## src/tbli_pkg.sv

```systemverilog
// ----------------------------------------------------------------------------
// tbli_pkg: shared types and constants for the table interpolator
// Operation codes, controller states, the result bundle and the count clamp.
// ----------------------------------------------------------------------------
`default_nettype none

package tbli_pkg;

  localparam int WL_W          = 32;
  localparam int FLUX_W        = 32;
  localparam int IDX_W         = 10;
  localparam int CNT_W         = 11;
  localparam int DEF_TABLE_DEPTH = 1024;
  localparam int RESET_ENTRIES = 1024;
  localparam int DIV_STEPS     = 32;

  localparam logic OP_WRITE = 1'b0;
  localparam logic OP_QUERY = 1'b1;

  typedef enum logic [3:0] {
    ST_IDLE,
    ST_CHK_LO,
    ST_CHK_HI,
    ST_BISECT,
    ST_LOAD_L,
    ST_LOAD_R,
    ST_MUL,
    ST_DIV,
    ST_DONE
  } tbli_state_t;

  typedef struct packed {
    logic [FLUX_W-1:0] flux;
    logic              oor;
  } tbli_res_t;

  // last usable index for a programmed entry count
  function automatic logic [31:0] clamp_last(input logic [31:0] count,
                                             input logic [31:0] depth);
    logic [31:0] n;
    n = count;
    if (n < 32'd2) n = 32'd2;
    if (n > depth) n = depth;
    return n - 32'd1;
  endfunction

endpackage

`default_nettype wire

```

## src/tbli_ctrl.sv

```systemverilog
// ----------------------------------------------------------------------------
// tbli_ctrl: query sequencer
// Bound checks, bisection over the table memory, bracket load and the
// interpolation arithmetic around the serial divider.
// ----------------------------------------------------------------------------
`default_nettype none

module tbli_ctrl #(
  parameter int AW = 10
) (
  input  wire logic                        clk,
  input  wire logic                        rst_n,
  input  wire logic                        query_start,
  input  wire logic [tbli_pkg::WL_W-1:0]   query_wl,
  input  wire logic [AW-1:0]               last_idx,
  output logic                             idle,
  output logic                             rd_en,
  output logic      [AW-1:0]               rd_addr,
  input  wire logic [tbli_pkg::WL_W-1:0]   rd_wave,
  input  wire logic [tbli_pkg::FLUX_W-1:0] rd_flux,
  output logic                             div_start,
  output logic      [63:0]                 div_dividend,
  output logic      [31:0]                 div_divisor,
  input  wire logic                        div_busy,
  input  wire logic                        div_done,
  input  wire logic [31:0]                 div_quotient,
  output logic                             res_valid,
  input  wire logic                        res_ready,
  output tbli_pkg::tbli_res_t              res
);

  tbli_pkg::tbli_state_t state_r, state_nxt;

  logic [tbli_pkg::WL_W-1:0]   q_r, q_nxt;
  logic [AW-1:0]               lo_r, lo_nxt;
  logic [AW-1:0]               hi_r, hi_nxt;
  logic [AW-1:0]               mid_r, mid_nxt;
  logic [tbli_pkg::WL_W-1:0]   w0_r, w0_nxt;
  logic [tbli_pkg::FLUX_W-1:0] f0_r, f0_nxt;
  logic [tbli_pkg::WL_W-1:0]   off_r, off_nxt;
  logic [tbli_pkg::WL_W-1:0]   d_r, d_nxt;
  logic [tbli_pkg::FLUX_W-1:0] diff_r, diff_nxt;
  logic                        up_r, up_nxt;
  tbli_pkg::tbli_res_t         res_r, res_nxt;

  // bisection helpers
  logic          ge_mid;
  logic [AW-1:0] mid0, mid_up, mid_dn, mid_b, lo_b, hi_b;
  logic          more0, more_b;
  logic [tbli_pkg::WL_W-1:0] d_new;

  always_comb begin
    ge_mid = q_r >= rd_wave;
    mid0   = AW'(({1'b0, lo_r} + {1'b0, hi_r}) >> 1);
    more0  = (hi_r - lo_r) > AW'(1);
    mid_up = AW'(({1'b0, mid_r} + {1'b0, hi_r}) >> 1);
    mid_dn = AW'(({1'b0, lo_r} + {1'b0, mid_r}) >> 1);
    lo_b   = ge_mid ? mid_r : lo_r;
    hi_b   = ge_mid ? hi_r : mid_r;
    mid_b  = ge_mid ? mid_up : mid_dn;
    more_b = ge_mid ? ((hi_r - mid_r) > AW'(1)) : ((mid_r - lo_r) > AW'(1));
    d_new  = rd_wave - w0_r;
  end

  // next state
  always_comb begin
    state_nxt = state_r;
    unique case (state_r)
      tbli_pkg::ST_IDLE:   if (query_start) state_nxt = tbli_pkg::ST_CHK_LO;
      tbli_pkg::ST_CHK_LO: begin
        state_nxt = (q_r < rd_wave) ? tbli_pkg::ST_DONE : tbli_pkg::ST_CHK_HI;
      end
      tbli_pkg::ST_CHK_HI: begin
        priority if (q_r > rd_wave) state_nxt = tbli_pkg::ST_DONE;
        else if (more0)             state_nxt = tbli_pkg::ST_BISECT;
        else                        state_nxt = tbli_pkg::ST_LOAD_L;
      end
      tbli_pkg::ST_BISECT: if (!more_b) state_nxt = tbli_pkg::ST_LOAD_L;
      tbli_pkg::ST_LOAD_L: state_nxt = tbli_pkg::ST_LOAD_R;
      tbli_pkg::ST_LOAD_R: begin
        state_nxt = (rd_wave > w0_r) ? tbli_pkg::ST_MUL : tbli_pkg::ST_DONE;
      end
      tbli_pkg::ST_MUL:    state_nxt = tbli_pkg::ST_DIV;
      tbli_pkg::ST_DIV:    if (div_done) state_nxt = tbli_pkg::ST_DONE;
      tbli_pkg::ST_DONE:   if (res_ready) state_nxt = tbli_pkg::ST_IDLE;
      default:             state_nxt = tbli_pkg::ST_IDLE;
    endcase
  end

  // memory, divider and result strobes
  always_comb begin
    rd_en     = 1'b0;
    rd_addr   = lo_r;
    div_start = 1'b0;
    res_valid = 1'b0;
    unique case (state_r)
      tbli_pkg::ST_IDLE: begin
        rd_en   = query_start;
        rd_addr = '0;
      end
      tbli_pkg::ST_CHK_LO: begin
        rd_en   = 1'b1;
        rd_addr = hi_r;
      end
      tbli_pkg::ST_CHK_HI: begin
        rd_en   = 1'b1;
        rd_addr = more0 ? mid0 : lo_r;
      end
      tbli_pkg::ST_BISECT: begin
        rd_en   = 1'b1;
        rd_addr = more_b ? mid_b : lo_b;
      end
      tbli_pkg::ST_LOAD_L: begin
        rd_en   = 1'b1;
        rd_addr = AW'(lo_r + AW'(1));
      end
      tbli_pkg::ST_MUL:  div_start = 1'b1;
      tbli_pkg::ST_DONE: res_valid = 1'b1;
      tbli_pkg::ST_LOAD_R, tbli_pkg::ST_DIV: begin
      end
      default: begin
      end
    endcase
  end

  // datapath registers
  always_comb begin
    q_nxt    = q_r;
    lo_nxt   = lo_r;
    hi_nxt   = hi_r;
    mid_nxt  = mid_r;
    w0_nxt   = w0_r;
    f0_nxt   = f0_r;
    off_nxt  = off_r;
    d_nxt    = d_r;
    diff_nxt = diff_r;
    up_nxt   = up_r;
    res_nxt  = res_r;
    unique case (state_r)
      tbli_pkg::ST_IDLE: begin
        q_nxt  = query_wl;
        lo_nxt = '0;
        hi_nxt = last_idx;
      end
      tbli_pkg::ST_CHK_LO: begin
        res_nxt.flux = '0;
        res_nxt.oor  = 1'b1;
      end
      tbli_pkg::ST_CHK_HI: begin
        res_nxt.flux = '0;
        res_nxt.oor  = 1'b1;
        mid_nxt      = mid0;
      end
      tbli_pkg::ST_BISECT: begin
        lo_nxt  = lo_b;
        hi_nxt  = hi_b;
        mid_nxt = mid_b;
      end
      tbli_pkg::ST_LOAD_L: begin
        w0_nxt  = rd_wave;
        f0_nxt  = rd_flux;
        off_nxt = (q_r >= rd_wave) ? (q_r - rd_wave) : '0;
      end
      tbli_pkg::ST_LOAD_R: begin
        // non-ascending or zero-width interval returns the left flux
        d_nxt        = d_new;
        off_nxt      = (off_r > d_new) ? d_new : off_r;
        up_nxt       = rd_flux >= f0_r;
        diff_nxt     = (rd_flux >= f0_r) ? (rd_flux - f0_r) : (f0_r - rd_flux);
        res_nxt.flux = f0_r;
        res_nxt.oor  = 1'b0;
      end
      tbli_pkg::ST_DIV: begin
        if (div_done) begin
          res_nxt.flux = up_r ? (f0_r + div_quotient) : (f0_r - div_quotient);
          res_nxt.oor  = 1'b0;
        end
      end
      tbli_pkg::ST_MUL, tbli_pkg::ST_DONE: begin
      end
      default: begin
      end
    endcase
  end

  always_ff @(posedge clk) begin
    q_r    <= q_nxt;
    lo_r   <= lo_nxt;
    hi_r   <= hi_nxt;
    mid_r  <= mid_nxt;
    w0_r   <= w0_nxt;
    f0_r   <= f0_nxt;
    off_r  <= off_nxt;
    d_r    <= d_nxt;
    diff_r <= diff_nxt;
    up_r   <= up_nxt;
    res_r  <= res_nxt;
    if (!rst_n) begin
      state_r <= tbli_pkg::ST_IDLE;
    end else begin
      state_r <= state_nxt;
    end
  end

  assign idle         = (state_r == tbli_pkg::ST_IDLE);
  assign div_dividend = 64'(diff_r) * 64'(off_r);
  assign div_divisor  = d_r;
  assign res          = res_r;

  // probe stays strictly inside the bracket
  ap_mid_inside: assert property (@(posedge clk) disable iff (!rst_n)
    (state_r == tbli_pkg::ST_BISECT) |-> ((mid_r > lo_r) && (mid_r < hi_r)))
    else $error("bisection probe outside bracket");

  ap_start_free: assert property (@(posedge clk) disable iff (!rst_n)
    div_start |-> !div_busy)
    else $error("divider started while busy");

  ap_div_live: assert property (@(posedge clk) disable iff (!rst_n)
    (state_r == tbli_pkg::ST_DIV) |-> (div_busy || div_done))
    else $error("waiting on an idle divider");

  ap_res_hold: assert property (@(posedge clk) disable iff (!rst_n)
    (res_valid && !res_ready) |=> (res_valid && $stable(res_r)))
    else $error("pending result lost or changed");

endmodule

`default_nettype wire

```

## config.mk

```make
export PLATFORM = sky130hd
export DESIGN_NAME = tbli_ctrl
export DESIGN_NICKNAME = d
export VERILOG_FILES = /design/src/tbli_pkg.sv /design/src/tbli_ctrl.sv
export SDC_FILE = /design/constraint.sdc
export NUM_CORES = 2
export LEC_CHECK = 0
export BUFFER_PORTS_ARGS = -buffer_cell sky130_fd_sc_hd__buf_2
export CAP_MARGIN = 15
export CORE_MARGIN = 1.5
export CORE_UTILIZATION = 55
export CTS_CLUSTER_DIAMETER = 50
export DETAILED_ROUTE_END_ITERATION = 16
export PLACE_DENSITY = 0.76
export SLEW_MARGIN = 20
export SYNTH_ARGS = -nofsm -noshare
export SYNTH_HDL_FRONTEND = slang
export SYNTH_SLANG_ARGS = --single-unit
```

## constraint.sdc

```tcl
create_clock -name clk -period 7.8 [get_ports clk]
set_input_delay 1.17 -clock clk [delete_from_list [all_inputs] [get_ports clk]]
set_output_delay 1.17 -clock clk [all_outputs]
set_load 0.01 [all_outputs]
```

# [Word-level counts from Yosys, hierarchy flattened]
# Cells that the tools add are included.
[word_totals] regBits=260 word_cells=90
[classes] n_addsub=13 mul=1 n_lt_le_gt_ge=9 n_eq_ne=14 muxes=29 reduce_logical=11
[op_table] op="subtractor 32 bit" n=5
[op_table] op="2-to-1 mux 32 bit" n=4
[op_table] op="case mux 33 bit (3 select lines)" n=1
[op_table] op="greater-than comparator 32 bit" n=3
[op_table] op=">= comparator 32 bit" n=2
[op_table] op="multiplier 32 x 32 -> 64 bit" n=1
[op_table] op="case mux 32 bit (2 select lines)" n=1
[op_table] op="case mux 10 bit (2 select lines)" n=3
[op_table] op="2-to-1 mux 10 bit" n=5
[op_table] op="case mux 10 bit (5 select lines)" n=1
[op_table] op="case mux 4 bit (9 select lines)" n=1
[op_table] op="adder 10 x 10 -> 11 bit" n=3
[op_table] op="2-to-1 mux 33 bit" n=1
[op_table] op="adder 32 bit" n=1
[op_table] op="< comparator 32 bit" n=1
[op_table] op="greater-than comparator 10 x 1 -> 1 bit, second input constant" n=3
[op_table] op="subtractor 10 bit" n=3
[op_table] op="2-to-1 mux 4 bit" n=7
[op_table] op="== test 4 x 3 -> 1 bit, second input constant" n=4
[op_table] op="inequality test 2 bit, second input constant" n=6
[op_table] op="adder 10 x 1 -> 10 bit, second input constant" n=1
[op_table] op="== test 4 x 2 -> 1 bit, second input constant" n=2
[op_table] op="AND reduction 2 bit" n=3
[op_table] op="nonzero test 2 bit" n=3
[op_table] op="other kinds (10)" n=12

# [Depth between registers and ports, before layout]
[depth] word_depth=5 ltp_mapped=31

# [Worst setup path before layout]
# Ideal clock, no wire load.
[synth_timing] kind="register to output" from="register diff_r[13] (netlist bit)" to="output div_dividend[62]" t_arrival_ns=7.406 path_slack_ns=-0.776 path_stages_with_launch=26 n_path_buf=1 path_cell_list="edfxtp_1 > clkbuf_1 > nand2_1 > fa_1 > fa_1 > inv_1 > fa_1 > inv_1 > fa_1 > fa_1 > fa_1 > inv_1 > fa_1 > fa_1 > ha_1 > a21o_1 > a31oi_2 > o21ai_1 > a221o_1 > o31ai_4 > o21ai_2 > a221o_1 > a21oi_2 > o21ai_2 > a221oi_2 > xnor2_1"
[synth_between] elab_chain_len=1
[synth_lines] item="from (decl)" line_no="tbli_ctrl.sv:42" source="logic [tbli_pkg::FLUX_W-1:0] diff_r, diff_nxt;"
[synth_lines] item="from (signal assigned)" line_no="tbli_ctrl.sv:195" source="diff_r <= diff_nxt;"
[synth_lines] item="multiplier 32 x 32 -> 64 bit" line_no="tbli_ctrl.sv:206" source="assign div_dividend = 64'(diff_r) * 64'(off_r);"
[synth_lines] item="to (decl)" line_no="tbli_ctrl.sv:22" source="output logic [63:0] div_dividend,"
# No other way between the ends.

# [Final worst setup path]
[layout_timing] from="register diff_r[9] (netlist bit)" to="output div_dividend[48]"
# Same word-level chain as after synthesis.

==> metrics.md <==
| Metric | Value |
|---|---|
| R2r setup slk | `1.75 ns` |
| Detailed placement HPWL | `129000 microns` |
| DIE HEIGHT | `~320 microns` |
| Aggregate global routing overflow | `0` |
| Xor/xnor share of the synthesized area | `3.69%` |
| Worst Path Buf+Inv | `12` |
| Hold WC Path Type | `flop to flop` |
| Status | `complete, but fails checks` |
| Mapped Area | `54600 sq um` |
| Final instance count without filler cells | `7887` |
| Ys Warns | `0` |
| Global-route wire length before repair | `between 200000 and 300000 microns` |
| Share of the synthesized area in the top cell type | `about a third` |
| Total Nets Final | `8112` |
| Fin. Hold Viols | `0` |
| Vias per inst | `5.72` |
| Final worst slack | `-1.72 ns` |
| # setup viols final | `49` |
| Max Cap Viol | `0` |
| Layout Utilization | `65.2%` |
| 1st-iter DRT viols | `3691` |
| Core Area | `roughly 98000 sq um` |
| Wirelength, routed | `159000 microns` |
| Clock Sinks | `260` |
| RR Endpoint | `off_r[29]` |
| Synth Area in Adders | `44.7%` |
| Pin count of the biggest net entering global routing | `74` |
| Htree depth | `2` |
| GRT Overall Usage | `31.1%` |
| Num CTS Buffers | `37` |
| Post-synthesis register bit count | `260` |
| Gp weighted congestion | `just under 1` |
| DRT antenna net count | `0` |
| Min-delay src | `f0_r[20]` |
| Vias in the first global route | `46900` |
| Async SR Flop Fraction | `0%` |
| Main synth FF type | `edfxtp_1` |
| # fillers | `roughly 8000` |
| Peak Freq | `roughly 110 MHz` |
| Max FO, Critical Path | `6` |
| Clk_skew | `~0.031 ns` |
| Layout cell share with drive strength beyond 1 | `18.1%` |
| CP max stage cell | `fa_1` |
| Top cells by count, synth | `1134 x inv_1, 906 x fa_1, 617 x nand2_1, 597 x and2_1, 501 x ha_1` |
| Yosys cell types | `81` |
| CP delay by family, top | `adder cells` |
| CP Launch Type | `flop` |
| Crit Path Class | `flop to output port` |
| Worst Setup End Kind | `output port` |
| Post-synthesis compound-gate area fraction | `11.0%` |
| Routed length per instance | `20.1 microns` |
| Layout area overhead | `17.4%` |
| Pre-Repair DR Iteration Count | `6` |
| Maximum root-to-sink buffer count | `3` |
| Worst slew pin tran | `1.07 ns` |
| Top Ports | `287` |
| CTS tree | `built` |
| Vias | `between 40000 and 50000` |
| Reg2Reg Depth | `21` |
| Row count | `115` |
| CP peak stage delay | `0.55 ns` |
| Worst r2r src | `w0_r[0]` |
| Die area | `101000 sq um` |
| Critical Path RT | `6.63 ns` |
| Final Max Slew Viols | `0` |
| Post-synthesis net count | `7550` |
| Worst Hold End | `res[21]` |
| RSZ-0062 raised after global routing | `true` |
| Final Cycle Share | `122%` |
| Minimum hold slack | `between 0.7 and 0.8 ns` |
| Drt drc | `0` |
| Post-synthesis cell count | `between 5000 and 6000` |
| Synth Area in Simple Gates | `15.5%` |
| Failing checks | `setup timing` |
| Initial Util | `55.5%` |
| Multiplexer area fraction after synthesis | `1.08%` |
| EDFF count, synth | `approximately 260` |
| Synth area leaders | `fa_1 33%, edfxtp_1 14%, ha_1 11%` |
| Clock Latency Late Sink | `0.58 ns` |
| Largest family of logic cells by synthesized area | `adder cells` |
| Synth area leader | `fa_1` |
| Clk root buf | `clkbuf_16` |
| Initial antenna violation count | `15` |
| Hold_buf cts | `0` |
| Port bufs | `285` |
| Synthesized area per cell | `around 9.1 sq um` |
| Minimum clock period | `9.52 ns` |
| Register area share after synthesis | `~14%` |
| Cell with the most instances after synthesis | `inv_1` |
| Placed cell count | `7725` |
| Clock slew at reported path FFs | `roughly 0.06 ns` |
| Most used cell, CP | `fa_1` |
| Die X | `318 microns` |
| CP Data Arrival Time | `8.35 ns` |
| Slew HR | `28.0%` |
| Hold path cells | `2` |
cells by family after synthesis:
logic type,Yosys count
simple gates,1684
buf+inv,1419
fa+ha+maj,1407
compound gates,943
flops,260
xor+xnor,230
mux,56
state kept, by name, summed over array words and instances (netlist names):
signal,flops
hi_r,10
up_r,1
w0_r,32
state_r,4
off_r,32
diff_r,32
div_divisor,32
f0_r,32
q_r,32
lo_r,10
mid_r,10
res,33
cell usage in the layout, fill, tap and decap left out, types with 42 or more instances in the layout:
cell type  count
nand4_1       50
and2_1       566
xor2_1        95
fa_2          58
buf_6         65
ha_1         472
inv_1       1095
o21bai_1      44
buf_2        279
o21ai_0      133
buf_4        408
nand2_1      603
a21o_1       141
fa_1         848
nor2_1       165
mux2i_1       42
edfxtp_1     256
xnor2_1      120
a21oi_1      291
buf_12        46
layer usage:
layer	track usage [%]	routed length, microns	vias to the layer above	share of wire, %
met2	51.0	74400	1956	47
met5	0	90	-	0.057
met4	10.3	5630	14	3.5
met3	5.57	13100	382	8.2
li1	-	-	20200	-
met1	41.8	65500	22600	41
worst max-delay path by stage:
stage | startpoint | to | slack, ns | cells after the start
after floorplan | off_r[18] | div_dividend[60] | -0.50 | 29
after global placement | off_r[8] | div_dividend[63] | -1.19 | 30
after detailed placement | off_r[8] | div_dividend[63] | -1.27 | 30
after CTS | diff_r[14] | div_dividend[62] | -1.68 | 28
after global routing | diff_r[9] | div_dividend[62] | -1.89 | 25
final | diff_r[9] | div_dividend[48] | -1.72 | 31
worst register-to-register path: stages (launching register included):
cell and delay (ns):
edfxtp_1 0.32, ha_1 0.15, inv_1 0.05, fa_1 0.40, a21o_1 0.20, a21oi_1 0.33, o221ai_1 0.26, nor2b_1 0.23
o41ai_1 0.43, a221oi_1 0.19, nor2_1 0.39, nor2_1 0.07, a32o_1 0.28, xnor2_1 0.35, ha_1 0.19, nand4_1 0.21
nor4_1 0.47, nand2_1 0.18, o221ai_1 0.22, nor2_1 0.10, o21ai_2 0.21, buf_4 0.42
cell type report:
cell class,instances,area (sq um),area share [%]
Antenna cell,11,27.5,0.0429
Inverter,1135,4260,6.65
Multi-Input combinational cell,4320,42900,66.9
Sequential cell,260,7770,12.1
Clock inverter,26,283,0.441
Clock buffer,41,962,1.50
Timing Repair Buffer,807,6290,9.81
Tap cell,1287,1610,2.51
through the flow:
stage	worst slack, ns	cell area, sq um	setup TNS (ns)
finish	-1.72	64100	-52.87
global route	-1.89	64100	-63.06
CTS	-1.68	63400	-49.37
detailed placement	-1.27	60600	-29.22
global placement	-1.19	60600	-26.41
floorplan	-0.498	55000	-4.92
repair_timing:
action / 4_1_cts / 5_1_grt
gates cloned: 5 / 0
pin swaps: 122 / 63
setup buffers: 53 / 35
endpoints found under the setup margin: 50 / 52
gates resized for setup: 243 / 131
Power is left out: the tool's default activity adds up to more than one toggle a clock period on the data nets, which glitch-free logic cannot reach.
