--- src/tbli_pkg.sv ---
// ----------------------------------------------------------------------------
// tbli_pkg: shared types and constants for the table interpolator
// Operation codes, controller states, the result bundle and the count clamp.
// ----------------------------------------------------------------------------
`default_nettype none

package tbli_pkg;

  localparam int WL_W          = 32;
  localparam int FLUX_W        = 32;
  localparam int IDX_W         = 10;
  localparam int CNT_W         = 11;
  localparam int DEF_TABLE_DEPTH = 1024;
  localparam int RESET_ENTRIES = 1024;
  localparam int DIV_STEPS     = 32;

  localparam logic OP_WRITE = 1'b0;
  localparam logic OP_QUERY = 1'b1;

  typedef enum logic [3:0] {
    ST_IDLE,
    ST_CHK_LO,
    ST_CHK_HI,
    ST_BISECT,
    ST_LOAD_L,
    ST_LOAD_R,
    ST_MUL,
    ST_DIV,
    ST_DONE
  } tbli_state_t;

  typedef struct packed {
    logic [FLUX_W-1:0] flux;
    logic              oor;
  } tbli_res_t;

  // last usable index for a programmed entry count
  function automatic logic [31:0] clamp_last(input logic [31:0] count,
                                             input logic [31:0] depth);
    logic [31:0] n;
    n = count;
    if (n < 32'd2) n = 32'd2;
    if (n > depth) n = depth;
    return n - 32'd1;
  endfunction

endpackage

`default_nettype wire

--- src/tbli_div.sv ---
// ----------------------------------------------------------------------------
// tbli_div: serial restoring divider
// 64 by 32 bit division, one quotient bit a cycle; the caller guarantees the
// quotient fits 32 bits (upper dividend half below the divisor).
// ----------------------------------------------------------------------------
`default_nettype none

module tbli_div (
  input  wire logic        clk,
  input  wire logic        rst_n,
  input  wire logic        start,
  input  wire logic [63:0] dividend,
  input  wire logic [31:0] divisor,
  output logic             busy,
  output logic             done,
  output logic      [31:0] quotient
);

  localparam int CW = $clog2(tbli_pkg::DIV_STEPS + 1);

  logic [31:0]   rem_r, rem_nxt;
  logic [31:0]   quo_r, quo_nxt;
  logic [31:0]   dvs_r, dvs_nxt;
  logic [CW-1:0] cnt_r, cnt_nxt;
  logic          busy_r, busy_nxt;
  logic          done_r, done_nxt;
  logic [32:0]   trial;
  logic          ge;

  always_comb begin
    trial    = {rem_r, quo_r[31]};
    ge       = trial >= {1'b0, dvs_r};
    rem_nxt  = rem_r;
    quo_nxt  = quo_r;
    dvs_nxt  = dvs_r;
    cnt_nxt  = cnt_r;
    busy_nxt = busy_r;
    done_nxt = 1'b0;
    if (start) begin
      rem_nxt  = dividend[63:32];
      quo_nxt  = dividend[31:0];
      dvs_nxt  = divisor;
      cnt_nxt  = CW'(tbli_pkg::DIV_STEPS);
      busy_nxt = 1'b1;
    end else if (busy_r) begin
      // remainder stays below divisor, so the difference fits 32 bits
      rem_nxt = ge ? 32'(trial - {1'b0, dvs_r}) : trial[31:0];
      quo_nxt = {quo_r[30:0], ge};
      cnt_nxt = cnt_r - CW'(1);
      if (cnt_r == CW'(1)) begin
        busy_nxt = 1'b0;
        done_nxt = 1'b1;
      end
    end
  end

  always_ff @(posedge clk) begin
    rem_r <= rem_nxt;
    quo_r <= quo_nxt;
    dvs_r <= dvs_nxt;
    if (!rst_n) begin
      cnt_r  <= '0;
      busy_r <= 1'b0;
      done_r <= 1'b0;
    end else begin
      cnt_r  <= cnt_nxt;
      busy_r <= busy_nxt;
      done_r <= done_nxt;
    end
  end

  assign busy     = busy_r;
  assign done     = done_r;
  assign quotient = quo_r;

endmodule

`default_nettype wire

--- config.mk ---
export PLATFORM = sky130hd
export DESIGN_NAME = tbli_div
export DESIGN_NICKNAME = d
export VERILOG_FILES = /design/src/tbli_pkg.sv /design/src/tbli_div.sv
export SDC_FILE = /design/constraint.sdc
export NUM_CORES = 1
export LEC_CHECK = 0
export ABC_AREA = 1
export BUFFER_PORTS_ARGS = -buffer_cell sky130_fd_sc_hd__buf_2
export CORE_MARGIN = 2
export CORE_UTILIZATION = 51
export DETAILED_ROUTE_END_ITERATION = 6
export PLACE_DENSITY = 0.77
export SYNTH_ARGS = -nofsm -noshare
export SYNTH_HDL_FRONTEND = slang
export SYNTH_SLANG_ARGS = --single-unit
--- constraint.sdc ---
create_clock -name clk -period 2.7 [get_ports clk]
set_input_delay 0.54 -clock clk [delete_from_list [all_inputs] [get_ports clk]]
set_output_delay 0.54 -clock clk [all_outputs]
set_load 0.02 [all_outputs]
# Word level (Yosys, flattened, before mapping)

Cells that the tools add are included.

$add $sub $neg: 2
$lt $le $gt $ge: 1
Equality and inequality tests: 1
Multiplexer cells: 11
Bitwise gates (word level): 2
Reductions and logical operators: 3

Operators with widths:

| kind                                                | number |
|---|---|
| 2-to-1 mux 32 bit                                   | 5 |
| greater-or-equal comparator 33 x 32 -> 1 bit        | 1 |
| subtractor 32 bit                                   | 1 |
| 2-to-1 mux 6 bit                                    | 2 |
| equality test 6 x 1 -> 1 bit, second input constant | 1 |
| subtractor 6 x 1 -> 6 bit, second input constant    | 1 |
| 2-to-1 mux 1 bit                                    | 4 |
| OR reduction 3 bit                                  | 1 |
| inverter 1 bit                                      | 2 |
| nonzero test 2 bit                                  | 1 |
| OR reduction 2 bit                                  | 1 |

Register bits: 104
Logic and storage cells: 27

# Logic depth before layout (Yosys ltp)

Gate-level depths: netlist of the first run.

Word-level depth: 4
Gate-level depth with buffers: 17

# Worst setup path after synthesis of the first run

OpenSTA, ideal clock, no wires.

Kind: input port to flip-flop
Start point: input port start
End point: register quo_r[0], in the netlist quotient[0] (enable)
Library setup time: 694 ps
Arrival time: 2,013 ps
Required time: 2,006 ps
Setup slack: -7 ps
Stages on the path: 3
Cell sequence: inv_1 -> clkbuf_1 -> nand2_1

Longest elaborated chain between the ends: 1

RTL lines:

| item                         | RTL line       | text |
|---|---|---|
| start, declared              | tbli_div.sv:11 | `input wire logic start,` |
| nonzero test 2 bit (no line) | -              |  |
| end signal, assigned         | tbli_div.sv:59 | `quo_r <= quo_nxt;` |
| end, declared                | tbli_div.sv:22 | `logic [31:0] quo_r, quo_nxt;` |

No other way between the ends.
A chain may end at the register's enable or synchronous reset.

# Worst setup path in the final report of the first run

Start point: register rem_r[11]
End point: register rem_r[12] (data pin)

Longest elaborated chain between the ends: 4

RTL lines:

| item                                                                                     | RTL line                       | text |
|---|---|---|
| start, declared                                                                          | tbli_div.sv:21                 | `logic [31:0] rem_r, rem_nxt;` |
| start signal, assigned                                                                   | tbli_div.sv:58                 | `rem_r <= rem_nxt;` |
| subtractor 32 bit / greater-or-equal comparator 33 x 32 -> 1 bit (equally long branches) | tbli_div.sv:47, tbli_div.sv:32 |  |
| 2-to-1 mux 32 bit (*)                                                                    | tbli_div.sv:47                 | `rem_nxt = ge ? 32'(trial - {1'b0, dvs_r}) : trial[31:0];` |
| 2-to-1 mux 32 bit (*)                                                                    | tbli_div.sv:45                 | `end else if (busy_r) begin` |
| 2-to-1 mux 32 bit (*)                                                                    | tbli_div.sv:39                 | `if (start) begin` |
| net rem_nxt[12]                                                                          | tbli_div.sv:21                 |  |

Mark *: on every way through the listed nets, which the timed path passes. The rest lies on a longest branch. The select of a mux whose other input is x is not followed.

==> metrics.md, run 1 <==
| Metric | Value |
|---|---|
| DR vias | 6,530 |
| Synth warnings | 0 |
| Critical path arrival | 2610 ps |
| Num CTS Buffers | 9 |
| Post-CTS setup buffers | 0 |
| ANT cells | 0 |
| Number of core rows | 43 |
| I/O Buffers | between 100 and 150 |
| CTS clk-pin slew, worst paths | 80 ps |
| Fin Setup TNS | 0 ps |
| Number of synthesized flops with an enable pin | 96 |
| Drt pass-1 iters | 5 |
| Die extent in x | about 120 um |
| CTS H-tree lvls | 3 |
| Antenna-violating nets left | 0 |
| Global placer's final weighted congestion | 0.965 |
| Quantity of gates resized following cts | 0 |
| CP Max Fanout | 17 |
| Distinct cells, synth | 37 |
| All-Layer GR Usage | between 20% and 30% |
| Min-Delay Path Class | input pin to flip-flop |
| Final Cycle Share | 92.6% |
| Syn avg cell area | 7.25 sq um |
| TritonCTS clock tree | done |
| First-pass GRT wire length | 30,100 um |
| Ports | between 100 and 150 |
| Post-Synthesis Cell Area | 0.00718 sq mm |
| Fin. max-slew vios | 0 |
| R2R depth | 13 |
| Gr ovfl total | 0 |
| Layout cell share with drive strength beyond 1 | ~17% |
| Fillers | approximately 1.3k |
| Maximum VDD drop | around 530 uV |
| DR vias/cell | 4.99 |
| Antenna violations before repair | 0 |
| Chip height | 123 um |
| Routed wire per std cell | 14.6 um |
| Worst setup EP type | flip-flop |
| Worst Path Required | 2810 ps |
| Setup Viol. Count Final | 0 |
| Rel. slew slack | 32.9% |
| FF/Latch Area | 0.00304 sq mm |
| Post-layout util | 60.6% |
| Inst Count DP | roughly 1.3k |
| Worst-margin pin slew | 1010 ps |
| Max Fclk | 0.400 GHz |
| CTS root buffer | clkbuf_16 |
| Clock Skew | 12.5 ps |
| Final wirelength | 19,100 um |
| RSZ-0062 raised after global routing | no |
| Seq/Total Area, Yosys | 42.4% |
| Pwr per Cell Area | 751 mW/mm^2 |
| Top_reg_cell synth | edfxtp_1 |
| Final cell count without fillers | 1,309 |
| #FFs+latches synth | 104 |
| Hold Crit Depth | 1 |
| CTS Sinks | 104 |
| MaxCap Viol Count | 0 |
| Die Area | 0.0150 sq mm |
| Area grow syn2layout | 16.7% |
| Status | finished clean |
| Synthesized Nets | between 1k and 1.5k |
| Clock tree buffer depth | 2 |
| Synth async-reset ratio | 0% |
| Nets | 1,258 |
| Drt initial violations | 474 |
| Initial cell density of the core | 51.9% |
| Detailed Place HPWL | 14,500 um |
| Multi-input logic area | 0.00339 sq mm |
| Maximum number of pins on one net before global-route repair | 97 |
| Number of global-route vias before repair | a little over 6k |
| Drt drc | 0 |
| CTS Hold Bufs | 0 |
| Final Hold Fails | 0 |
| Core Footprint | approximately 0.014 sq mm |
| Leakage | 4.54 nW |
| Synthesized instance count | 990 |
| Critical path class | flip-flop to flip-flop |
| Tmin final | 2500 ps |
| Clk_lat worst skew | 370 ps |
| CP Launch Type | flip-flop |
-- synthesized netlist by cell type, drive strengths merged, types with 2 or more instances --
cell,count,area share (%)
nand2,450,24
inv,165,8.6
edfxtp,96,40
nand3,69,4.9
nor2,53,3.3
ha,34,5.9
nand3b,25,2.6
a21oi,19,1.4
xnor2,14,1.7
buf,12,1.3
clkbuf,11,0.58
nand4,10,0.87
dfxtp,8,2.2
nor3,6,0.42
o21ai,4,0.28
and2,2,0.17
nor3b,2,0.21
-- cell type report --
type	count	share of cell area, %
clock buffer	9	2.69
sequential	104	36.3
clock inverter	7	1.03
timing repair buffer	146	9.37
multi-input combinational	698	40.5
inverter	165	7.39
tap	180	2.69
-- placed cells by master (no fill, tap or decap), drive strengths merged, types with 4 or more instances in the layout --
master / n
nand2: 450
xnor2: 14
dfxtp: 8
nand3: 69
edfxtp: 96
clkbuf: 9
nor2: 53
inv: 169
ha: 34
buf: 146
nand3b: 25
nand4: 10
o21ai: 4
a21oi: 19
nor3: 6
-- state kept, by name, summed over array words and instances (netlist names) --
name	cells
dvs_r	32
busy	1
cnt_r	6
quotient	32
done	1
rem_r	32
-- worst paths after layout --
| check | startpoint | slack, ps | end |
|---|---|---|---|
| worst max-delay path | rem_r[11] | 200 | rem_r[12] |
| worst min-delay path | divisor[26] | 340 | dvs_r[26] |
| worst max register to register | rem_r[11] | 200 | rem_r[12] |
| worst min register to register | cnt_r[0] | 500 | cnt_r[0] |
-- cell families (layout without fill, tap and decap cells) --
kind of cell    after synthesis  count (layout)  share of synthesized area [%]
simple gates                620             620                           36.9
flops                       104             104                           42.4
compound gates               28              28                           2.16
buf+inv                     188             327                           10.5
xor+xnor                     15              15                           1.83
fa+ha+maj                    35              35                           6.20
-- critical path, stage by stage, from the launching register on --
cell and delay (ps):
edfxtp_1 430, ha_1 400, nand2_1 110, nor2_1 210
nand2_1 120, nor2_2 150, nand2_1 90, nand2_2 80
nor2_4 50, nand2_4 90, buf_4 250, nand2_1 80
nand3_1 120, nand2_1 60
-- layer usage --
| layer | up-vias | part of all wire, % | global-route usage, % |
|---|---|---|---|
| li1 | 3355 | - | - |
| met5 | - | 0 | 0 |
| met4 | 0 | 2.2 | 7.61 |
| met2 | 203 | 46 | 42.2 |
| met1 | 2949 | 46 | 34.8 |
| met3 | 23 | 6.5 | 5.99 |
-- through the flow --
stage	cell area, sq um	worst slack, ps	hold WS, ps	total power, mW
after floorplan	7180	433	463	4.13
after global placement	8060	163	479	4.84
after detailed placement	8060	190	487	4.86
after CTS	8370	193	341	6.28
after global routing	8380	38.5	341	6.72
final	8380	200	345	6.29
-- where the power goes --
part | internal [mW] | switching [mW] | total [mW]
registers | 2.05 | 0.113 | 2.16
clock network | 0.740 | 0.668 | 1.41
logic | 0.971 | 1.75 | 2.72
total | 3.76 | 2.53 | 6.29
Power figures use the tool's default switching activity.
==> run 2: changes to the inputs <==
--- a/config.mk
+++ b/config.mk
@@ -5,10 +5,9 @@
 export SDC_FILE = /design/constraint.sdc
 export NUM_CORES = 1
 export LEC_CHECK = 0
-export ABC_AREA = 1
 export BUFFER_PORTS_ARGS = -buffer_cell sky130_fd_sc_hd__buf_2
 export CORE_MARGIN = 2
-export CORE_UTILIZATION = 51
+export CORE_UTILIZATION = 50
 export DETAILED_ROUTE_END_ITERATION = 6
 export PLACE_DENSITY = 0.77
 export SYNTH_ARGS = -nofsm -noshare
==> run 2 against run 1 <==
The flow now finishes with violations (setup timing). Clock power shrank 9%. Global-route usage shrank 3.4 points. Power grew 16%. First-iteration DRC count shrank 51%. Synthesized cell count shrank 41%. Utilization grew 8.2 points. Hold slack gained 9.0 ps. Combinational power grew 38%. Critical path depth shrank 3. Cell count shrank 26%. Flip-flop and latch count is the same. Register-to-register slack lost 330 ps. Largest cell class unchanged. Highest routed layer unchanged.
==> metrics.md, run 2 <==
| Metric | Value |
|---|---|
| R2r setup slk | -130 ps (-330 ps) |
| Reg2reg end | rem_r[25] |
| Synth warnings | 0 (unchanged) |
| Synthesized instance count | 581 (-41%) |
| Final instance area | 0.00858 sq mm (+2.4%) |
| Synth top cells by count | edfxtp_1, nand2_1, inv_1, ha_1, mux2_2 |
| Pwr per Cell Area | 854 mW/mm^2 (+14%) |
| Placed standard-cell area | 0.00770 sq mm (-4.4%) |
| Die Area | 0.0136 sq mm (-9.8%) |
| Post-layout util | 68.8% (+8.2 points) |
| Worst Path Required | 2810 ps (about the same) |
| Antenna violations before repair | 0 (unchanged) |
| Most frequent cells in the layout | buf_2, edfxtp_1, buf_4, nand2_1, inv_1 |
| Clk_lat worst skew | 360 ps (about the same) |
| Die extent in x | 116 um (-5.1%) |
| Maximum VDD drop | 503 uV (-4.6%) |
| Worst reg2reg startpoint | rem_r[0] |
| Hold Crit Depth | 1 (unchanged) |
| CP Launch Type | flip-flop |
| Post-Synthesis Cell Area | 0.00632 sq mm (-12%) |
| Clock Skew | 9.00 ps (-3.50 ps) |
| Post-synth top area cell | edfxtp_1 |
| Number of synthesized flops with an enable pin | 96 (unchanged) |
| Top_reg_cell synth | edfxtp_1 |
| DR vias/cell | 5.38 (+7.8%) |
| Setup WS post-layout | -129 ps (-330 ps) |
| Drt drc | 0 (unchanged) |
| Synthesized Nets | 715 (-36%) |
| Setup Viol. Count Final | 19 (+19) |
| DR vias | 5,229 (-20%) |
| Routed wire per std cell | 16.2 um (+11%) |
| Chip height | 116 um (-5.1%) |
| Worst Hold Launch | divisor[23] |
| Synth top area share | 45.6% (+5.4 points) |
| All-Layer GR Usage | 22.6% (-3.4 points) |
| R2R depth | 10 (-3) |
| Rel. slew slack | 53.9% (+21 points) |
| Fin. max-slew vios | 0 (unchanged) |
| TritonCTS clock tree | done |
| Final cell count without fillers | 972 (-26%) |
| CTS Sinks | 104 (unchanged) |
| Failing checks | setup timing |
| Num CTS Buffers | 9 (unchanged) |
| Max Fclk | 0.353 GHz (-12%) |
| #FFs+latches synth | 104 (unchanged) |
| Antenna-violating nets left | 0 (unchanged) |
| Most common cell after layout, fill and taps aside | buf_2 |
| Overall power | 7.32 mW (+16%) |
| Worst-margin pin slew | 691 ps (-316 ps) |
| Distinct cells, synth | 63 (+70%) |
| First-pass GRT wire length | 24,000 um (-20%) |
| Clock tree buffer depth | 2 (unchanged) |
| CTS root buffer | clkbuf_16 |
| Number of global-route vias before repair | 5,064 (-17%) |
| Drt pass-1 iters | 5 (unchanged) |
| CTS Hold Bufs | 0 (unchanged) |
| Ports | 133 (unchanged) |
| ANT cells | 0 (unchanged) |
| I/O Buffers | 132 (unchanged) |
| Detailed Place HPWL | 10,800 um (-25%) |
| Status | finished, violations left |
| Final wirelength | 15,700 um (-18%) |
| Critical path class | flip-flop to flip-flop |
| Min-Delay Path Class | input pin to flip-flop |
| Fin Setup TNS | -753 ps (-753 ps) |
| Global placer's final weighted congestion | 0.875 (-9.4%) |
| Number of core rows | 41 (-4.7%) |
| Syn avg cell area | 10.9 sq um (+50%) |
| CTS clk-pin slew, worst paths | 80 ps (about the same) |
| Worst setup EP type | flip-flop |
| Leakage | 3.68 nW (-19%) |
| Seq/Total Area, Yosys | 48.1% (+5.7 points) |
| Initial cell density of the core | 50.7% (-1.2 points) |
| RSZ-0062 raised after global routing | yes |
| Inst Count DP | 932 (-28%) |
| Final Cycle Share | 105% (+12 points) |
| Hold EP | dvs_r[23] |
| Top-count cell post-synth | edfxtp_1 |
| Area grow syn2layout | 35.6% |
| Critical path arrival | 2940 ps (+330 ps) |
| Nets | 929 (-26%) |
| MaxCap Viol Count | 0 (unchanged) |
| Final Hold Fails | 0 (unchanged) |
| Core Footprint | 0.0125 sq mm (-9.8%) |
| CTS H-tree lvls | 3 (unchanged) |
| Maximum number of pins on one net before global-route repair | 65 (-33%) |
| Gr ovfl total | 0 (unchanged) |
| Layout cell share with drive strength beyond 1 | 42.5% (+25 points) |
| Synth async-reset ratio | 0% (unchanged) |
| Drt initial violations | 231 (-51%) |
| Tmin final | 2830 ps (+330 ps) |
| Synth area leaders | edfxtp_1, ha_1, mux2_2, nand2_1, inv_1 |
| CP Max Fanout | 7 (-10) |
[run 2: per-layer routing]
metal,wire [um],GRT usage (%),share of wire [%],up-vias
met5,0,0,0,-
met4,139,6.19,0.88,0
met3,907,5.66,5.8,17
met2,7730,38.5,49,151
met1,6930,28.8,44,2472
li1,-,-,-,2589
[run 2: timing repair]
| item | 4_1_cts | 5_1_grt |
|---|---|---|
| gates resized for setup | 27 | 58 |
| pin swaps | 16 | 38 |
| cloned | 0 | 4 |
| buffers inserted | 4 | 17 |
| setup endpoints to repair | 33 | 33 |
[run 2: critical path, cell delays in order, from the launching register on]
cell and delay [ps]:
edfxtp_1 430, buf_6 150, ha_4 210, nor2b_4 130, o31a_4 300, o211ai_2 200
nand3_2 170, a31oi_4 180, o21a_4 230, mux2_2 340, mux2_2 250
[run 2: how the worst max path moves through the flow]
stage / start / to / slack (ps) / cells past startpoint
final: rem_r[0] / rem_r[25] / -130 / 10
after global routing: quotient[31] / rem_r[24] / -240 / 13
after CTS: quotient[31] / rem_r[30] / -80 / 12
after detailed placement: rem_r[17] / rem_r[3] / -140 / 10
after global placement: quotient[31] / rem_r[22] / -120 / 12
after floorplan: rem_r[0] / rem_r[25] / -20 / 10
[run 2: final cells by class]
type	count	area (sq um)
clock buffers	9	225
clock inverters	7	65.1
fillers	920	3890
inverters	43	161
multi-input cells	404	3300
flip-flops and latches	104	3040
well taps	172	215
repair buffers	233	1560
[run 2: per-stage QoR]
stage	worst slack, ps	hold WS, ps
CTS	-81.4	336
detailed placement	-138	505
global route	-237	340
global placement	-119	476
finish	-129	354
floorplan	-15.9	463
[run 2: power breakdown]
part           internal [mW]  switching (mW)
clock                  0.648           0.640
combinational           1.94            1.82
sequential              2.10           0.169
total                   4.69            2.63
[run 2: cells by family after synthesis]
kind of cell    count (synthesis)  synth area share [%]
compound gates                144                  16.5
xor+xnor                       31                  4.29
fa+ha+maj                      35                  7.05
buf+inv                        73                  4.95
flops                         104                  48.1
mux                            40                  7.01
simple gates                  154                  12.1
==> run 3: changes to the inputs <==
--- a/config.mk
+++ b/config.mk
@@ -6,7 +6,7 @@
 export NUM_CORES = 1
 export LEC_CHECK = 0
 export BUFFER_PORTS_ARGS = -buffer_cell sky130_fd_sc_hd__buf_2
-export CORE_MARGIN = 2
+export CORE_MARGIN = 4
 export CORE_UTILIZATION = 50
 export DETAILED_ROUTE_END_ITERATION = 6
 export PLACE_DENSITY = 0.77
==> run 3 against run 2 <==
The run still ends with setup timing left. Largest cell class unchanged. Clock skew up 0.91 ps. Power down 2.0%. Global-route usage down 0.54 points. Register-to-register slack better by 80 ps. Design area down 2.5%. First-iteration DRC count up 44%. Utilization down 0.29 points. Flip-flop and latch count unchanged.
==> metrics.md, run 3 (synthesis results as in run 2) <==
| Metric | Value |
|---|---|
| First-pass GRT wire length | 26,000 um (+8.0%) |
| Routed wire per std cell | 16.8 um (+4.0%) |
| Final Hold Fails | 0 (unchanged) |
| Setup WS post-layout | -49.7 ps (+79.7 ps) |
| Ports | 133 (unchanged) |
| I/O Buffers | 132 (unchanged) |
| Tmin final | 2750 ps (-79.7 ps) |
| MaxCap Viol Count | 0 (unchanged) |
| Inst Count DP | 920 (-1.3%) |
| CTS Hold Bufs | 0 (unchanged) |
| Detailed Place HPWL | 11,500 um (+5.7%) |
| Fillers | 958 (+4.1%) |
| Most common cell after layout, fill and taps aside | buf_2 |
| Worst setup EP type | flip-flop |
| FF/Latch Area | 0.00304 sq mm (unchanged) |
| CP max stage cell | edfxtp_1 |
| Initial cell density of the core | 51.8% (+1.1 points) |
| Failing checks | setup timing |
| CP Max Fanout | 5 (-2) |
| Die extent in x | 120 um (+3.4%) |
| Gr ovfl total | 0 (unchanged) |
| Critical path class | flip-flop to flip-flop |
| Slowest stage delay, CP | 430 ps (about the same) |
| Drt drc | 0 (unchanged) |
| Top delay family on crit path | compound AO/OA/AOI/OAI gates |
| Clock tree buffer depth | 2 (unchanged) |
| Area grow syn2layout | 32.3% |
| Critical path arrival | 2840 ps (-100 ps) |
| TritonCTS clock tree | done |
| Maximum VDD drop | 545 uV (+8.2%) |
| Leakage | 3.57 nW (-2.9%) |
| Maximum number of pins on one net before global-route repair | 65 (unchanged) |
| Min-Delay Path Class | input pin to flip-flop |
| Setup Viol. Count Final | 6 (-13) |
| All-Layer GR Usage | 22.1% (-0.54 points) |
| Pwr per Cell Area | 858 mW/mm^2 (+0.51%) |
| Number of core rows | 40 (-2.4%) |
| Worst-margin pin slew | 665 ps (-25.7 ps) |
| Antenna violations before repair | 0 (unchanged) |
| Placed standard-cell area | 0.00762 sq mm (-0.99%) |
| Final cell count without fillers | 949 (-2.4%) |
| Global placer's final weighted congestion | 0.877 (+0.25%) |
| Number of global-route vias before repair | 5,560 (+9.8%) |
| Most frequent cells in the layout | buf_2, edfxtp_1, buf_4, nand2_1, inv_1 |
| Status | finished, violations left |
| CP bufs+invs | 2 (+1) |
| ANT cells | 0 (unchanged) |
| Core Footprint | 0.0122 sq mm (-2.0%) |
| Layout cell share with drive strength beyond 1 | 41.0% (-1.5 points) |
| Fin. max-slew vios | 0 (unchanged) |
| Chip height | 120 um (+3.4%) |
| CTS clk-pin slew, worst paths | 80 ps (about the same) |
| Antenna-violating nets left | 0 (unchanged) |
| Clock Skew | 9.91 ps (+0.915 ps) |
| DR vias | 5,244 (+0.29%) |
| Num CTS Buffers | 9 (unchanged) |
| Worst Path Required | 2790 ps (-20 ps) |
| Drt initial violations | 333 (+44%) |
| CP Launch Type | flip-flop |
| Drt pass-1 iters | 5 (unchanged) |
| CTS Sinks | 104 (unchanged) |
| Final wirelength | 16,000 um (+1.6%) |
| Die Area | 0.0145 sq mm (+7.0%) |
| Rel. slew slack | 55.7% (+1.7 points) |
| Most common cell on crit path | buf_4 |
| Final Cycle Share | 102% (-3.0 points) |
| CTS root buffer | clkbuf_16 |
| RSZ-0062 raised after global routing | yes |
| Clk_lat worst skew | 360 ps (about the same) |
| Final instance area | 0.00837 sq mm (-2.5%) |
| WHS | 345 ps (-8.73 ps) |
| Crit path cell chain | ha_4, buf_4, nand4_1, o21bai_1, a211o_1, a32oi_1, a21boi_1, buf_4, a41o_1, xor2_1, o31ai_1 |
| Nets | 910 (-2.0%) |
| CTS H-tree lvls | 3 (unchanged) |
| Multi-input logic area | 0.00328 sq mm (-0.83%) |
| Max Fclk | 0.364 GHz (+2.9%) |
| DR vias/cell | 5.53 (+2.7%) |
[run 3: cell count changes in the layout (fill, tap and decap cells not counted), sizes merged]
cell    previous run  this run
buf              230       214
bufinv             0         1
inv               46        45
clkbuf            12         9
[run 3: per-stage QoR]
step | util (%) | TNS, ps | power (mW) | setup slack (ps)
2_1_floorplan | - | -26.4 | 4.25 | -15.9
5_1_grt | 68.5 | -1400 | 7.62 | -150
3_5_place_dp | 62.4 | -2180 | 5.32 | -215
6_report | 68.5 | -138 | 7.18 | -49.7
4_1_cts | 67.0 | -47.7 | 6.96 | -31.5
3_3_place_gp | 62.4 | -285 | 5.22 | -53.3
[run 3: path summary, 6_finish.rpt]
path,startpoint,to,slack (ps),depth (start not counted)
setup reg to reg,rem_r[15],rem_r[28],-50,11
hold reg to reg,cnt_r[0],cnt_r[0],510,2
setup / recovery,rem_r[15],rem_r[28],-50,11
hold / removal,divisor[4],dvs_r[4],350,1
[run 3: what timing repair did]
| action | 4_1_cts | 5_1_grt |
|---|---|---|
| buffers inserted | 8 | 5 |
| pin swaps | 16 | 19 |
| resized for setup | 29 | 41 |
| setup endpoints to repair | 29 | 33 |
| endpoints found under the hold margin | 0 | 0 |
[run 3: routing by layer]
metal | global-route usage [%] | part of all wire [%]
met1 | 27.7 | 42
met2 | 37.8 | 50
met3 | 5.71 | 6.0
met4 | 6.02 | 1.1
met5 | 0 | 0
[run 3: layout make-up]
class | count | area share [%]
Clock inverter | 7 | 1.20
Multi-Input combinational cell | 404 | 39.2
Sequential cell | 104 | 36.4
Clock buffer | 9 | 2.69
Timing Repair Buffer | 214 | 16.1
Inverter | 43 | 1.93
Tap cell | 168 | 2.51
[run 3: power by group]
part | internal (mW) | switching [mW] | total [mW] | leakage [nW]
clock network | 0.748 | 0.644 | 1.39 | 0.158
registers | 2.10 | 0.167 | 2.27 | 1.03
logic | 1.73 | 1.79 | 3.51 | 2.39
total | 4.58 | 2.60 | 7.18 | 3.57
